--- config.mk ---
export PLATFORM = sky130hd
export DESIGN_NAME = nmea_gga_field_parser_top
export DESIGN_NICKNAME = d
export VERILOG_FILES = /design/src/rtl/core/ngga_pkg.sv /design/src/rtl/core/nmea_gga_field_parser_top.sv /design/src/rtl/core/ngga_front.sv /design/src/rtl/core/ngga_back.sv
export SDC_FILE = /design/constraint.sdc
export NUM_CORES = 1
export LEC_CHECK = 0
export BUFFER_PORTS_ARGS = -buffer_cell sky130_fd_sc_hd__buf_2
export CORE_MARGIN = 5
export CORE_UTILIZATION = 40
export CTS_CLUSTER_SIZE = 8
export DETAILED_ROUTE_END_ITERATION = 8
export PLACE_DENSITY = 0.65
export SLEW_MARGIN = 20
export SYNTH_ARGS = -nofsm -noshare
export SYNTH_HDL_FRONTEND = slang
export SYNTH_HIERARCHICAL = 1
export SYNTH_SLANG_ARGS = --single-unit
--- constraint.sdc ---
create_clock -name clk_i -period 4.3 [get_ports clk_i]
set_input_delay 0.86 -clock clk_i [delete_from_list [all_inputs] [get_ports clk_i]]
set_output_delay 0.86 -clock clk_i [all_outputs]
set_load 0.01 [all_outputs]
--- src/rtl/core/ngga_pkg.sv ---
package ngga_pkg;

  // fixed byte codes of the sentence format
  localparam logic [7:0] CHAR_DOLLAR = 8'h24;  // '$'
  localparam logic [7:0] CHAR_COMMA  = 8'h2C;  // ','
  localparam logic [7:0] CHAR_G      = 8'h47;  // 'G'
  localparam logic [7:0] CHAR_P      = 8'h50;  // 'P'
  localparam logic [7:0] CHAR_A      = 8'h41;  // 'A'
  localparam logic [7:0] CHAR_1      = 8'h31;  // '1'
  localparam logic [7:0] CHAR_2      = 8'h32;  // '2'
  localparam logic [7:0] CHAR_3      = 8'h33;  // '3'
  localparam logic [7:0] CHAR_N      = 8'h4E;  // 'N'
  localparam logic [7:0] CHAR_S      = 8'h53;  // 'S'
  localparam logic [7:0] CHAR_E      = 8'h45;  // 'E'
  localparam logic [7:0] CHAR_W      = 8'h57;  // 'W'

  // header is exactly five characters
  localparam logic [3:0] HDR_LEN = 4'd5;

  // classified item held in the queue
  typedef struct packed {
    logic [7:0] data;
    logic       dollar;
    logic       comma;
  } item_t;

  // one result item
  typedef struct packed {
    logic [7:0] echo_byte;
    logic [3:0] field_number;
    logic [3:0] field_offset;
    logic       is_content;
    logic       sentence_done;
    logic       is_gga;
    logic       fix_valid;
    logic [7:0] quality_char;
    logic       lat_south;
    logic       lon_west;
    logic       truncated;
  } result_t;

  // expected header character at a given offset
  function automatic logic [7:0] hdr_char(logic [2:0] idx);
    logic [7:0] c;
    case (idx)
      3'd0:    c = CHAR_G;
      3'd1:    c = CHAR_P;
      3'd2:    c = CHAR_G;
      3'd3:    c = CHAR_G;
      3'd4:    c = CHAR_A;
      default: c = 8'h00;
    endcase
    return c;
  endfunction

endpackage

--- src/rtl/core/nmea_gga_field_parser_top.sv ---
// an accepted item is written into a queue slot, then parsed and registered in the result register
// one item per cycle while the output is not stalled, set by the parsing step in the back end
// a two-entry queue between front and back keeps input taking items while a result waits
// reset (rst_ni low, asynchronous): queue empty, no result valid, sentence state cleared
module nmea_gga_field_parser_top #(
  parameter int unsigned FIELD_COUNT  = 14,
  parameter int unsigned FIELD_CHARS  = 14,
  parameter int unsigned MAX_SENTENCE = 80
) (
  input  logic       clk_i,
  input  logic       rst_ni,
  input  logic       in_valid_i,
  output logic       in_stall_o,
  input  logic [7:0] rx_byte_i,
  output logic       out_valid_o,
  input  logic       out_stall_i,
  output logic [7:0] echo_byte_o,
  output logic [3:0] field_number_o,
  output logic [3:0] field_offset_o,
  output logic       is_content_o,
  output logic       sentence_done_o,
  output logic       is_gga_o,
  output logic       fix_valid_o,
  output logic [7:0] quality_char_o,
  output logic       lat_south_o,
  output logic       lon_west_o,
  output logic       truncated_o
);

  logic              head_valid;
  logic              pop;
  ngga_pkg::item_t   head;
  ngga_pkg::result_t res;

  // front: classify and queue items
  ngga_front u_front (
    .clk_i        (clk_i),
    .rst_ni       (rst_ni),
    .in_valid_i   (in_valid_i),
    .in_stall_o   (in_stall_o),
    .rx_byte_i    (rx_byte_i),
    .head_valid_o (head_valid),
    .head_o       (head),
    .pop_i        (pop)
  );

  // back: sentence parsing and result register
  ngga_back #(
    .FIELD_COUNT  (FIELD_COUNT),
    .FIELD_CHARS  (FIELD_CHARS),
    .MAX_SENTENCE (MAX_SENTENCE)
  ) u_back (
    .clk_i        (clk_i),
    .rst_ni       (rst_ni),
    .head_valid_i (head_valid),
    .head_i       (head),
    .pop_o        (pop),
    .out_valid_o  (out_valid_o),
    .out_stall_i  (out_stall_i),
    .res_o        (res)
  );

  // result fields
  assign echo_byte_o     = res.echo_byte;
  assign field_number_o  = res.field_number;
  assign field_offset_o  = res.field_offset;
  assign is_content_o    = res.is_content;
  assign sentence_done_o = res.sentence_done;
  assign is_gga_o        = res.is_gga;
  assign fix_valid_o     = res.fix_valid;
  assign quality_char_o  = res.quality_char;
  assign lat_south_o     = res.lat_south;
  assign lon_west_o      = res.lon_west;
  assign truncated_o     = res.truncated;

endmodule

--- src/rtl/core/ngga_front.sv ---
module ngga_front (
  input  logic                clk_i,
  input  logic                rst_ni,
  input  logic                in_valid_i,
  output logic                in_stall_o,
  input  logic [7:0]          rx_byte_i,
  output logic                head_valid_o,
  output ngga_pkg::item_t     head_o,
  input  logic                pop_i
);

  ngga_pkg::item_t  slot_q [2];
  logic             wr_ptr_q, wr_ptr_d;
  logic             rd_ptr_q, rd_ptr_d;
  logic [1:0]       count_q, count_d;
  logic             push;
  ngga_pkg::item_t  item_in;

  // classify the incoming byte
  always_comb begin
    item_in.data   = rx_byte_i;
    item_in.dollar = (rx_byte_i == ngga_pkg::CHAR_DOLLAR);
    item_in.comma  = (rx_byte_i == ngga_pkg::CHAR_COMMA);
  end

  // two-entry queue control
  assign in_stall_o   = (count_q == 2'd2);
  assign push         = in_valid_i && !in_stall_o;
  assign head_valid_o = (count_q != 2'd0);
  assign head_o       = slot_q[rd_ptr_q];

  always_comb begin
    wr_ptr_d = wr_ptr_q ^ push;
    rd_ptr_d = rd_ptr_q ^ pop_i;
    count_d  = count_q;
    if (push && !pop_i) begin
      count_d = count_q + 2'd1;
    end else if (!push && pop_i) begin
      count_d = count_q - 2'd1;
    end
  end

  always_ff @(posedge clk_i or negedge rst_ni) begin
    if (!rst_ni) begin
      wr_ptr_q <= 1'b0;
      rd_ptr_q <= 1'b0;
      count_q  <= 2'd0;
    end else begin
      wr_ptr_q <= wr_ptr_d;
      rd_ptr_q <= rd_ptr_d;
      count_q  <= count_d;
    end
  end

  // queue storage
  always_ff @(posedge clk_i) begin
    if (push) begin
      slot_q[wr_ptr_q] <= item_in;
    end
  end

endmodule

--- src/rtl/core/ngga_back.sv ---
module ngga_back #(
  parameter int unsigned FIELD_COUNT  = 14,
  parameter int unsigned FIELD_CHARS  = 14,
  parameter int unsigned MAX_SENTENCE = 80
) (
  input  logic                clk_i,
  input  logic                rst_ni,
  input  logic                head_valid_i,
  input  ngga_pkg::item_t     head_i,
  output logic                pop_o,
  output logic                out_valid_o,
  input  logic                out_stall_i,
  output ngga_pkg::result_t   res_o
);

  localparam logic [3:0] FieldCnt = 4'(FIELD_COUNT);
  localparam logic [3:0] FieldChr = 4'(FIELD_CHARS);
  localparam logic [6:0] MaxSent  = 7'(MAX_SENTENCE);

  logic [3:0] fc_q, fc_d;
  logic [3:0] oc_q, oc_d;
  logic [6:0] len_q, len_d;
  logic       hm_q, hm_d;
  logic       time_q, time_d;
  logic       lat_q, lat_d;
  logic       lon_q, lon_d;
  logic [7:0] latdir_q, latdir_d;
  logic [7:0] londir_q, londir_d;
  logic [7:0] qual_q, qual_d;
  logic       ovf_q, ovf_d;
  logic       out_valid_q;
  ngga_pkg::result_t res_q, res_d;

  logic [7:0] b;
  logic       gga, q_ok, ld_ok, od_ok;

  // take the next item whenever the output register is free or draining
  assign pop_o       = head_valid_i && (!out_valid_q || !out_stall_i);
  assign out_valid_o = out_valid_q;
  assign res_o       = res_q;
  assign b           = head_i.data;

  // sentence verdict from collected state
  assign gga   = hm_q && (fc_q != 4'd0);
  assign q_ok  = (qual_q == ngga_pkg::CHAR_1) || (qual_q == ngga_pkg::CHAR_2) ||
                 (qual_q == ngga_pkg::CHAR_3);
  assign ld_ok = (latdir_q == ngga_pkg::CHAR_N) || (latdir_q == ngga_pkg::CHAR_S);
  assign od_ok = (londir_q == ngga_pkg::CHAR_E) || (londir_q == ngga_pkg::CHAR_W);

  // per-byte parsing step
  always_comb begin
    fc_d     = fc_q;
    oc_d     = oc_q;
    len_d    = len_q;
    hm_d     = hm_q;
    time_d   = time_q;
    lat_d    = lat_q;
    lon_d    = lon_q;
    latdir_d = latdir_q;
    londir_d = londir_q;
    qual_d   = qual_q;
    ovf_d    = ovf_q;
    res_d    = '0;
    res_d.echo_byte = b;

    if (head_i.dollar) begin
      // close the sentence and report its verdict
      res_d.sentence_done = 1'b1;
      res_d.is_gga        = gga;
      res_d.fix_valid     = gga && q_ok && time_q && lat_q && lon_q && ld_ok && od_ok;
      res_d.quality_char  = qual_q;
      res_d.lat_south     = (latdir_q == ngga_pkg::CHAR_S);
      res_d.lon_west      = (londir_q == ngga_pkg::CHAR_W);
      res_d.truncated     = ovf_q;
      fc_d     = 4'd0;
      oc_d     = 4'd0;
      len_d    = 7'd0;
      hm_d     = 1'b1;
      time_d   = 1'b0;
      lat_d    = 1'b0;
      lon_d    = 1'b0;
      latdir_d = 8'd0;
      londir_d = 8'd0;
      qual_d   = 8'd0;
      ovf_d    = 1'b0;
    end else if (len_q >= MaxSent) begin
      // sentence too long: drop the byte
      ovf_d              = 1'b1;
      res_d.field_number = FieldCnt;
    end else begin
      len_d              = len_q + 7'd1;
      res_d.field_number = fc_q;
      res_d.field_offset = oc_q;
      if (head_i.comma) begin
        // field boundary
        if (fc_q == 4'd0 && oc_q != ngga_pkg::HDR_LEN) begin
          hm_d = 1'b0;
        end
        if (fc_q < FieldCnt) begin
          fc_d = fc_q + 4'd1;
        end
        oc_d = 4'd0;
      end else begin
        res_d.is_content = 1'b1;
        if (fc_q < FieldCnt) begin
          if (oc_q >= FieldChr) begin
            ovf_d = 1'b1;
          end else begin
            // capture the fields that the verdict needs
            case (fc_q)
              4'd0: begin
                if (oc_q >= ngga_pkg::HDR_LEN || b != ngga_pkg::hdr_char(oc_q[2:0])) begin
                  hm_d = 1'b0;
                end
              end
              4'd1: time_d = 1'b1;
              4'd2: lat_d  = 1'b1;
              4'd3: begin
                if (oc_q == 4'd0) begin
                  latdir_d = b;
                end
              end
              4'd4: lon_d = 1'b1;
              4'd5: begin
                if (oc_q == 4'd0) begin
                  londir_d = b;
                end
              end
              4'd6: begin
                if (oc_q == 4'd0) begin
                  qual_d = b;
                end
              end
              default: ;
            endcase
            oc_d = oc_q + 4'd1;
          end
        end else if (oc_q < FieldChr) begin
          oc_d = oc_q + 4'd1;
        end
      end
    end
  end

  // sentence state
  always_ff @(posedge clk_i or negedge rst_ni) begin
    if (!rst_ni) begin
      fc_q     <= 4'd0;
      oc_q     <= 4'd0;
      len_q    <= 7'd0;
      hm_q     <= 1'b1;
      time_q   <= 1'b0;
      lat_q    <= 1'b0;
      lon_q    <= 1'b0;
      latdir_q <= 8'd0;
      londir_q <= 8'd0;
      qual_q   <= 8'd0;
      ovf_q    <= 1'b0;
    end else if (pop_o) begin
      fc_q     <= fc_d;
      oc_q     <= oc_d;
      len_q    <= len_d;
      hm_q     <= hm_d;
      time_q   <= time_d;
      lat_q    <= lat_d;
      lon_q    <= lon_d;
      latdir_q <= latdir_d;
      londir_q <= londir_d;
      qual_q   <= qual_d;
      ovf_q    <= ovf_d;
    end
  end

  // output register valid
  always_ff @(posedge clk_i or negedge rst_ni) begin
    if (!rst_ni) begin
      out_valid_q <= 1'b0;
    end else if (pop_o) begin
      out_valid_q <= 1'b1;
    end else if (!out_stall_i) begin
      out_valid_q <= 1'b0;
    end
  end

  // output register payload
  always_ff @(posedge clk_i) begin
    if (pop_o) begin
      res_q <= res_d;
    end
  end

endmodule

==> results of run 1 <==
==> synthesized netlist by cell type (8+ instances only) <==
master	number
nand2_1	13
o21ai_0	10
a21oi_1	8
and2_1	13
mux2_2	11
nor2_1	34
ha_1	15
a22o_1	25
dfrtp_1	48
nor3_1	9
nand3_1	9
edfxtp_1	51
inv_1	14
xor2_1	10
==> power by group <==
group          internal (uW)  switching, uW  leakage, uW  total, uW
Clock                    214            321    0.0000857        535
Combinational            444            657     0.000855       1100
Sequential              1370            207      0.00115       1580
==> how the worst max path moves through the flow <==
stage | startpoint | endpoint | slack (ns) | cells past startpoint
after detailed placement | out_stall_i | u_front/count_q[1] | 1.44 | 10
after global routing | out_stall_i | u_front/count_q[1] | 1.68 | 10
after CTS | u_front/rd_ptr_q | u_back/latdir_q[0] | 1.76 | 6
after global placement | out_stall_i | u_front/count_q[1] | 1.50 | 10
after floorplan | out_stall_i | u_front/count_q[1] | 1.83 | 8
final | u_front/rd_ptr_q | u_back/latdir_q[0] | 1.78 | 6
==> metal layers <==
layer / GRT usage, % / up-vias / routed length (um)
met2: 23.1 / 65 / 4490
met4: 5.01 / 0 / 136
met1: 18.2 / 1430 / 3890
met5: 0 / - / 0
met3: 3.13 / 11 / 414
li1: - / 1344 / -
==> state kept, by name (all words and copies together), names as in the netlist <==
register	count
u_back/fc_q	4
u_back/hm_q	1
u_back/lat_q	1
u_back/latdir_q	8
u_back/len_q	7
u_back/lon_q	1
u_back/londir_q	8
u_back/oc_q	4
u_back/out_valid_o	1
u_back/ovf_q	1
u_back/qual_q	8
u_back/res_o	31
u_back/time_q	1
u_front/count_q	2
u_front/rd_ptr_q	1
u_front/slot_q	20
u_front/wr_ptr_q	1
==> cell families (layout without fill, tap and decap cells) <==
group	Yosys count	count (layout)	synth area share (%)
XOR/XNOR	11	11	2.16
buffers and inverters	30	77	3.57
adder cells (fa/ha/maj)	15	15	4.21
multiplexers	13	13	3.23
AND/OR/NAND/NOR	112	112	13.9
AO/OA/AOI/OAI	66	66	11.0
flip-flops	100	100	62.0
==> critical path, delay by kind of cell (launching register included) <==
kind	cells	cell delay [ns]
muxes	1	0.50
and+or+nand+nor	4	1.12
AOI/OAI and AO/OA	1	0.20
DFF	1	0.64
==> placed cells by master, fill, tap and decap left out, types with 3 or more instances in the layout <==
| cell type | netlist | final |
|---|---|---|
| and3_1 | 7 | 7 |
| nand3_1 | 9 | 9 |
| a21oi_1 | 8 | 8 |
| inv_1 | 14 | 14 |
| nor3b_1 | 3 | 3 |
| nor4bb_1 | 3 | 3 |
| xor2_1 | 10 | 10 |
| nor2_1 | 34 | 34 |
| mux2_2 | 11 | 11 |
| edfxtp_1 | 51 | 51 |
| buf_2 | 7 | 43 |
| nor3_1 | 9 | 9 |
| a41oi_1 | 3 | 3 |
| buf_4 | 2 | 4 |
| o21ai_1 | 4 | 4 |
| dfrtp_1 | 48 | 48 |
| a22o_1 | 25 | 25 |
| and2_1 | 13 | 13 |
| nand2_1 | 13 | 13 |
| clkbuf_8 | 0 | 9 |
| ha_1 | 15 | 15 |
| o21ai_0 | 10 | 10 |
| nand4_1 | 3 | 3 |
| a31oi_1 | 3 | 3 |
==> layout make-up <==
type | instances | area (um2) | area share [%]
Multi-Input combinational cell | 217 | 1540 | 31.1
Clock inverter | 5 | 35.0 | 0.710
Inverter | 14 | 52.6 | 1.07
Sequential cell | 100 | 2760 | 55.9
Clock buffer | 11 | 131 | 2.66
Timing Repair Buffer | 47 | 245 | 4.97
Tap cell | 140 | 175 | 3.55
==> per-stage QoR <==
step	worst slack [ns]	power (uW)
after floorplan	1.83	2350
after CTS	1.76	3240
after global placement	1.50	2670
final	1.78	3210
after global routing	1.68	3420
after detailed placement	1.44	2710
==> metrics.txt, run 1 <==
status finished clean; R2R Path Start u_front/rd_ptr_q; dpl cells 518; Clock Sinks 100; post-synth cell types 53; TNS Setup 0 ns; first-pass GRT wire length 14400 um; Placed Area 0.00476 mm2; # fillers 1011; sequential element share of the synthesized area 62.0%; die width 116 um; synth top area cells edfxtp_1 (34%), dfrtp_1 (27%), a22o_1 (4.9%); Die Ht 116 um; total wire length 8930 um; placed wire-length estimate 6130 um; Mapped Avg Cell Area 12.8 um2; initial core utilization 40.9%; largest net degree at the start of global routing 50; worst reg-to-reg setup slack 1.78 ns; clock slew at reported path FFs 0.10 ns; Fin Clk Skew 0.0135 ns; fin util 45.3%; CTS root buf clkbuf_8; Final ANT Viol Nets 0; Vias 2850; Required @ worst endpoint 4.60 ns; CP max FO 11; dominant cell type by area after synthesis edfxtp_1; PwrDens 651 mW/mm2; Synth Cell Area 0.00445 mm2; r2r endpoint u_back/latdir_q[0]; total gr overflow 0; PortBufs 44; CP max stage delay 0.64 ns; area grow syn2layout 10.8%; fin area 0.00493 mm2; CTS tree yes; maximum VDD drop 0.224 mV; Detailed Route Iter0 Violations 197; Max H-tree Level 3; WL/cell 16.7 um; worst slew pin tran 0.666 ns; Setup Buffers After CTS 0; Period minus WS final 2.52 ns; crit path launch type flop; Hold Crit Class input pin to asynchronous set/reset pin; vias per std cell 5.34; share of cells above drive strength 1 20.6%; post_cts resized 0; Synth Instances 347; TritonCTS Buffers 9; Rows 38; synthesis-stage register bit count 100; crit share post-route 58.7%; fin. max-slew vios 0; diode count 0; Total Nets Final 416; share of the synthesized area in the top cell type 34.4%; crit path kind flop to flop; Worst path slowest cell dfrtp_1; final RePlAce weighted congestion 0.791; Die ar. 0.0133 mm2; GRT Total Usage 14.0%; vias in the first global route 2806; Finished Layout Cells 534; max-cap violations 0; core footprint 0.0109 mm2; post-synthesis net count 374; Hold Fails Final Rpt 0; Yosys warning total 6; Crit. End Element flop; Arrival @ worst endpoint 2.82 ns; Max clock buf depth 2; DRC 0; final setup fails 0; ys flop type edfxtp_1; # IOs 45; async set-or-reset flop fraction in the synthesized netlist 49.0%; f_max 396 MHz; RSZ-0062 raised after global routing no; CP cell instances mux2_2 -> nor3_2 -> nand3_1 -> nor2_1 -> nor3b_4 -> a22o_1; number of synthesized flops with an enable pin 51; hold slack 0.498 ns; drt first pass iters 4; hold_buf cts 0; Leakage 0.00209 uW; worst r2r path cells 6; Clk Latency, worst-skew pair 0.36 ns; initial antenna violation count 0; normalized max-slew margin 55.6%
Power figures use the tool's default switching activity.
==> run 2: changes to the inputs <==
- clock period: 4.3 -> 2.62 ns (I/O delays scaled with it)
==> run 2 against run 1 <==
Compared with the run above:
- power grew 67%
- maximum frequency up 16%
- combinational power up 72%
- critical path depth up 1
- clock-buffer cell count is 2 lower
- core utilization rose by 0.51 points
- via count grew 0.32%
- final cell count up 0.94%
- critical endpoint is now u_back/qual_q[7]
- largest cell class unchanged
- highest routed layer unchanged
==> metrics.txt, run 2 (same netlist as run 1, synthesis figures left out) <==
RSZ-0062 raised after global routing no; Total Nets Final 421 (+1.2%); clock slew at reported path FFs 0.10 ns (about the same); Max H-tree Level 3 (unchanged); GRT Total Usage 14.4% (+0.40 points); TNS Setup 0 ns (unchanged); post_cts resized 0 (unchanged); total wire length 8910 um (-0.31%); CP max FO 9 (-2); Required @ worst endpoint 2.92 ns (-1.68 ns); # IOs 45 (unchanged); Finished Layout Cells 539 (+0.94%); Hold Crit Class input pin to asynchronous set/reset pin; DRC 0 (unchanged); r2r endpoint u_back/qual_q[7]; Die ar. 0.0133 mm2 (unchanged); CTS root buf clkbuf_8; most used cell, CP and3_1; Arrival @ worst endpoint 2.47 ns (-0.35 ns); Levels on crit path 7 (+1); final setup fails 0 (unchanged); CP cell instances inv_1 -> ha_1 -> nor3b_1 -> and3_1 -> and3_1 -> o21ai_1 -> a22o_1; hold slack 0.245 ns (-0.253 ns); CP top delay family compound AO/OA/AOI/OAI gates; R2R Path Start u_back/oc_q[0]; PwrDens 1070 mW/mm2 (+65%); vias per std cell 5.30 (-0.61%); crit path kind flop to flop; placed wire-length estimate 6290 um (+2.6%); Max clock buf depth 2 (unchanged); fin. max-slew vios 0 (unchanged); status finished clean; normalized max-slew margin 57.4% (+1.8 points); Leakage 0.00211 uW (+1.1%); CP Buf/Inv Count 1 (+1); worst reg-to-reg setup slack 0.45 ns (-1.33 ns); share of cells above drive strength 1 22.1% (+1.5 points); Final ANT Viol Nets 0 (unchanged); diode count 0 (unchanged); core footprint 0.0109 mm2 (unchanged); vias in the first global route 2944 (+4.9%); number of flip-flops in the largest register 31 (unchanged); CP max stage delay 0.51 ns (-0.13 ns); crit share post-route 82.9% (+24 points); Vias 2859 (+0.32%); Setup crit start u_back/oc_q[0]; hold_buf cts 0 (unchanged); worst r2r path cells 7 (+1); Hold Fails Final Rpt 0 (unchanged); f_max 461 MHz (+16%); Clk Latency, worst-skew pair 0.37 ns (about the same); area grow syn2layout 12.0%; first-pass GRT wire length 14800 um (+2.5%); Worst path slowest cell dfrtp_1; CTS tree yes; Clock Sinks 100 (unchanged); worst slew pin tran 0.639 ns (-0.0267 ns); dpl cells 523 (+0.97%); WL/cell 16.5 um (-1.2%); Setup Buffers After CTS 0 (unchanged); Period minus WS final 2.17 ns (-0.352 ns); TritonCTS Buffers 9 (unchanged); crit path launch type flop; # fillers 1009 (-0.20%); commonest non-fill, non-tap cell in the layout edfxtp_1; total gr overflow 0 (unchanged); initial core utilization 40.9% (unchanged); Detailed Route Iter0 Violations 141 (-28%); maximum VDD drop 0.409 mV (+83%); initial antenna violation count 0 (unchanged); max-cap violations 0 (unchanged); Die Ht 116 um (unchanged); die width 116 um (unchanged); Crit. End Element flop; largest net degree at the start of global routing 50 (unchanged); most frequent cells in the layout edfxtp_1 (51), dfrtp_1 (48), buf_2 (44); PortBufs 44 (unchanged); Design Power 5350 uW (+67%); Fin Clk Skew 0.0123 ns (-0.00122 ns); CP Capture Point u_back/qual_q[7]; final RePlAce weighted congestion 0.830 (+5.0%); drt first pass iters 4 (unchanged); Rows 38 (unchanged)
run 2: cell count changes in the layout (fill, tap and decap cells not counted), sizes merged:
cell and change:
clkinv -1, buf +5, clkinvlp +3, clkbuf -2
run 2: report_power, final:
| part | internal, uW | switching (uW) | total (uW) |
|---|---|---|---|
| sequential | 2250 | 302 | 2550 |
| clock | 359 | 555 | 915 |
| combinational | 759 | 1130 | 1890 |
run 2: worst min path at each step:
stage	slack [ns]	to	cells past startpoint
3_3_place_gp	0.47	u_front/count_q[1]	1
3_5_place_dp	0.48	u_back/londir_q[6]	1
2_1_floorplan	0.23	u_back/fc_q[0]	0
4_1_cts	0.27	u_back/londir_q[3]	2
5_1_grt	0.31	u_back/latdir_q[7]	2
6_report	0.25	u_front/count_q[0]	2
run 2: final cells by class:
type,instances,area [um2],area share [%]
Sequential cell,100,2760,55.3
Clock inverter,7,62.6,1.25
Timing Repair Buffer,52,280,5.62
Clock buffer,9,124,2.48
Multi-Input combinational cell,217,1540,30.8
Tap cell,140,175,3.51
Inverter,14,52.6,1.05
run 2: metal layers:
| layer | vias to the layer above | share of wire [%] | global-route usage [%] |
|---|---|---|---|
| li1 | 1355 | - | - |
| met1 | 1432 | 44 | 18.3 |
| met2 | 62 | 50 | 24.6 |
| met3 | 10 | 4.4 | 1.98 |
| met4 | 0 | 1.6 | 6.34 |
| met5 | - | 0 | 0 |
run 2: per-stage QoR:
step	util [%]	instance area (um2)	setup WS, ns
after floorplan	-	4450	0.491
after global placement	44.1	4800	0.523
after detailed placement	44.1	4800	0.497
after CTS	45.8	4990	0.460
after global routing	45.8	4990	0.296
final	45.8	4990	0.449
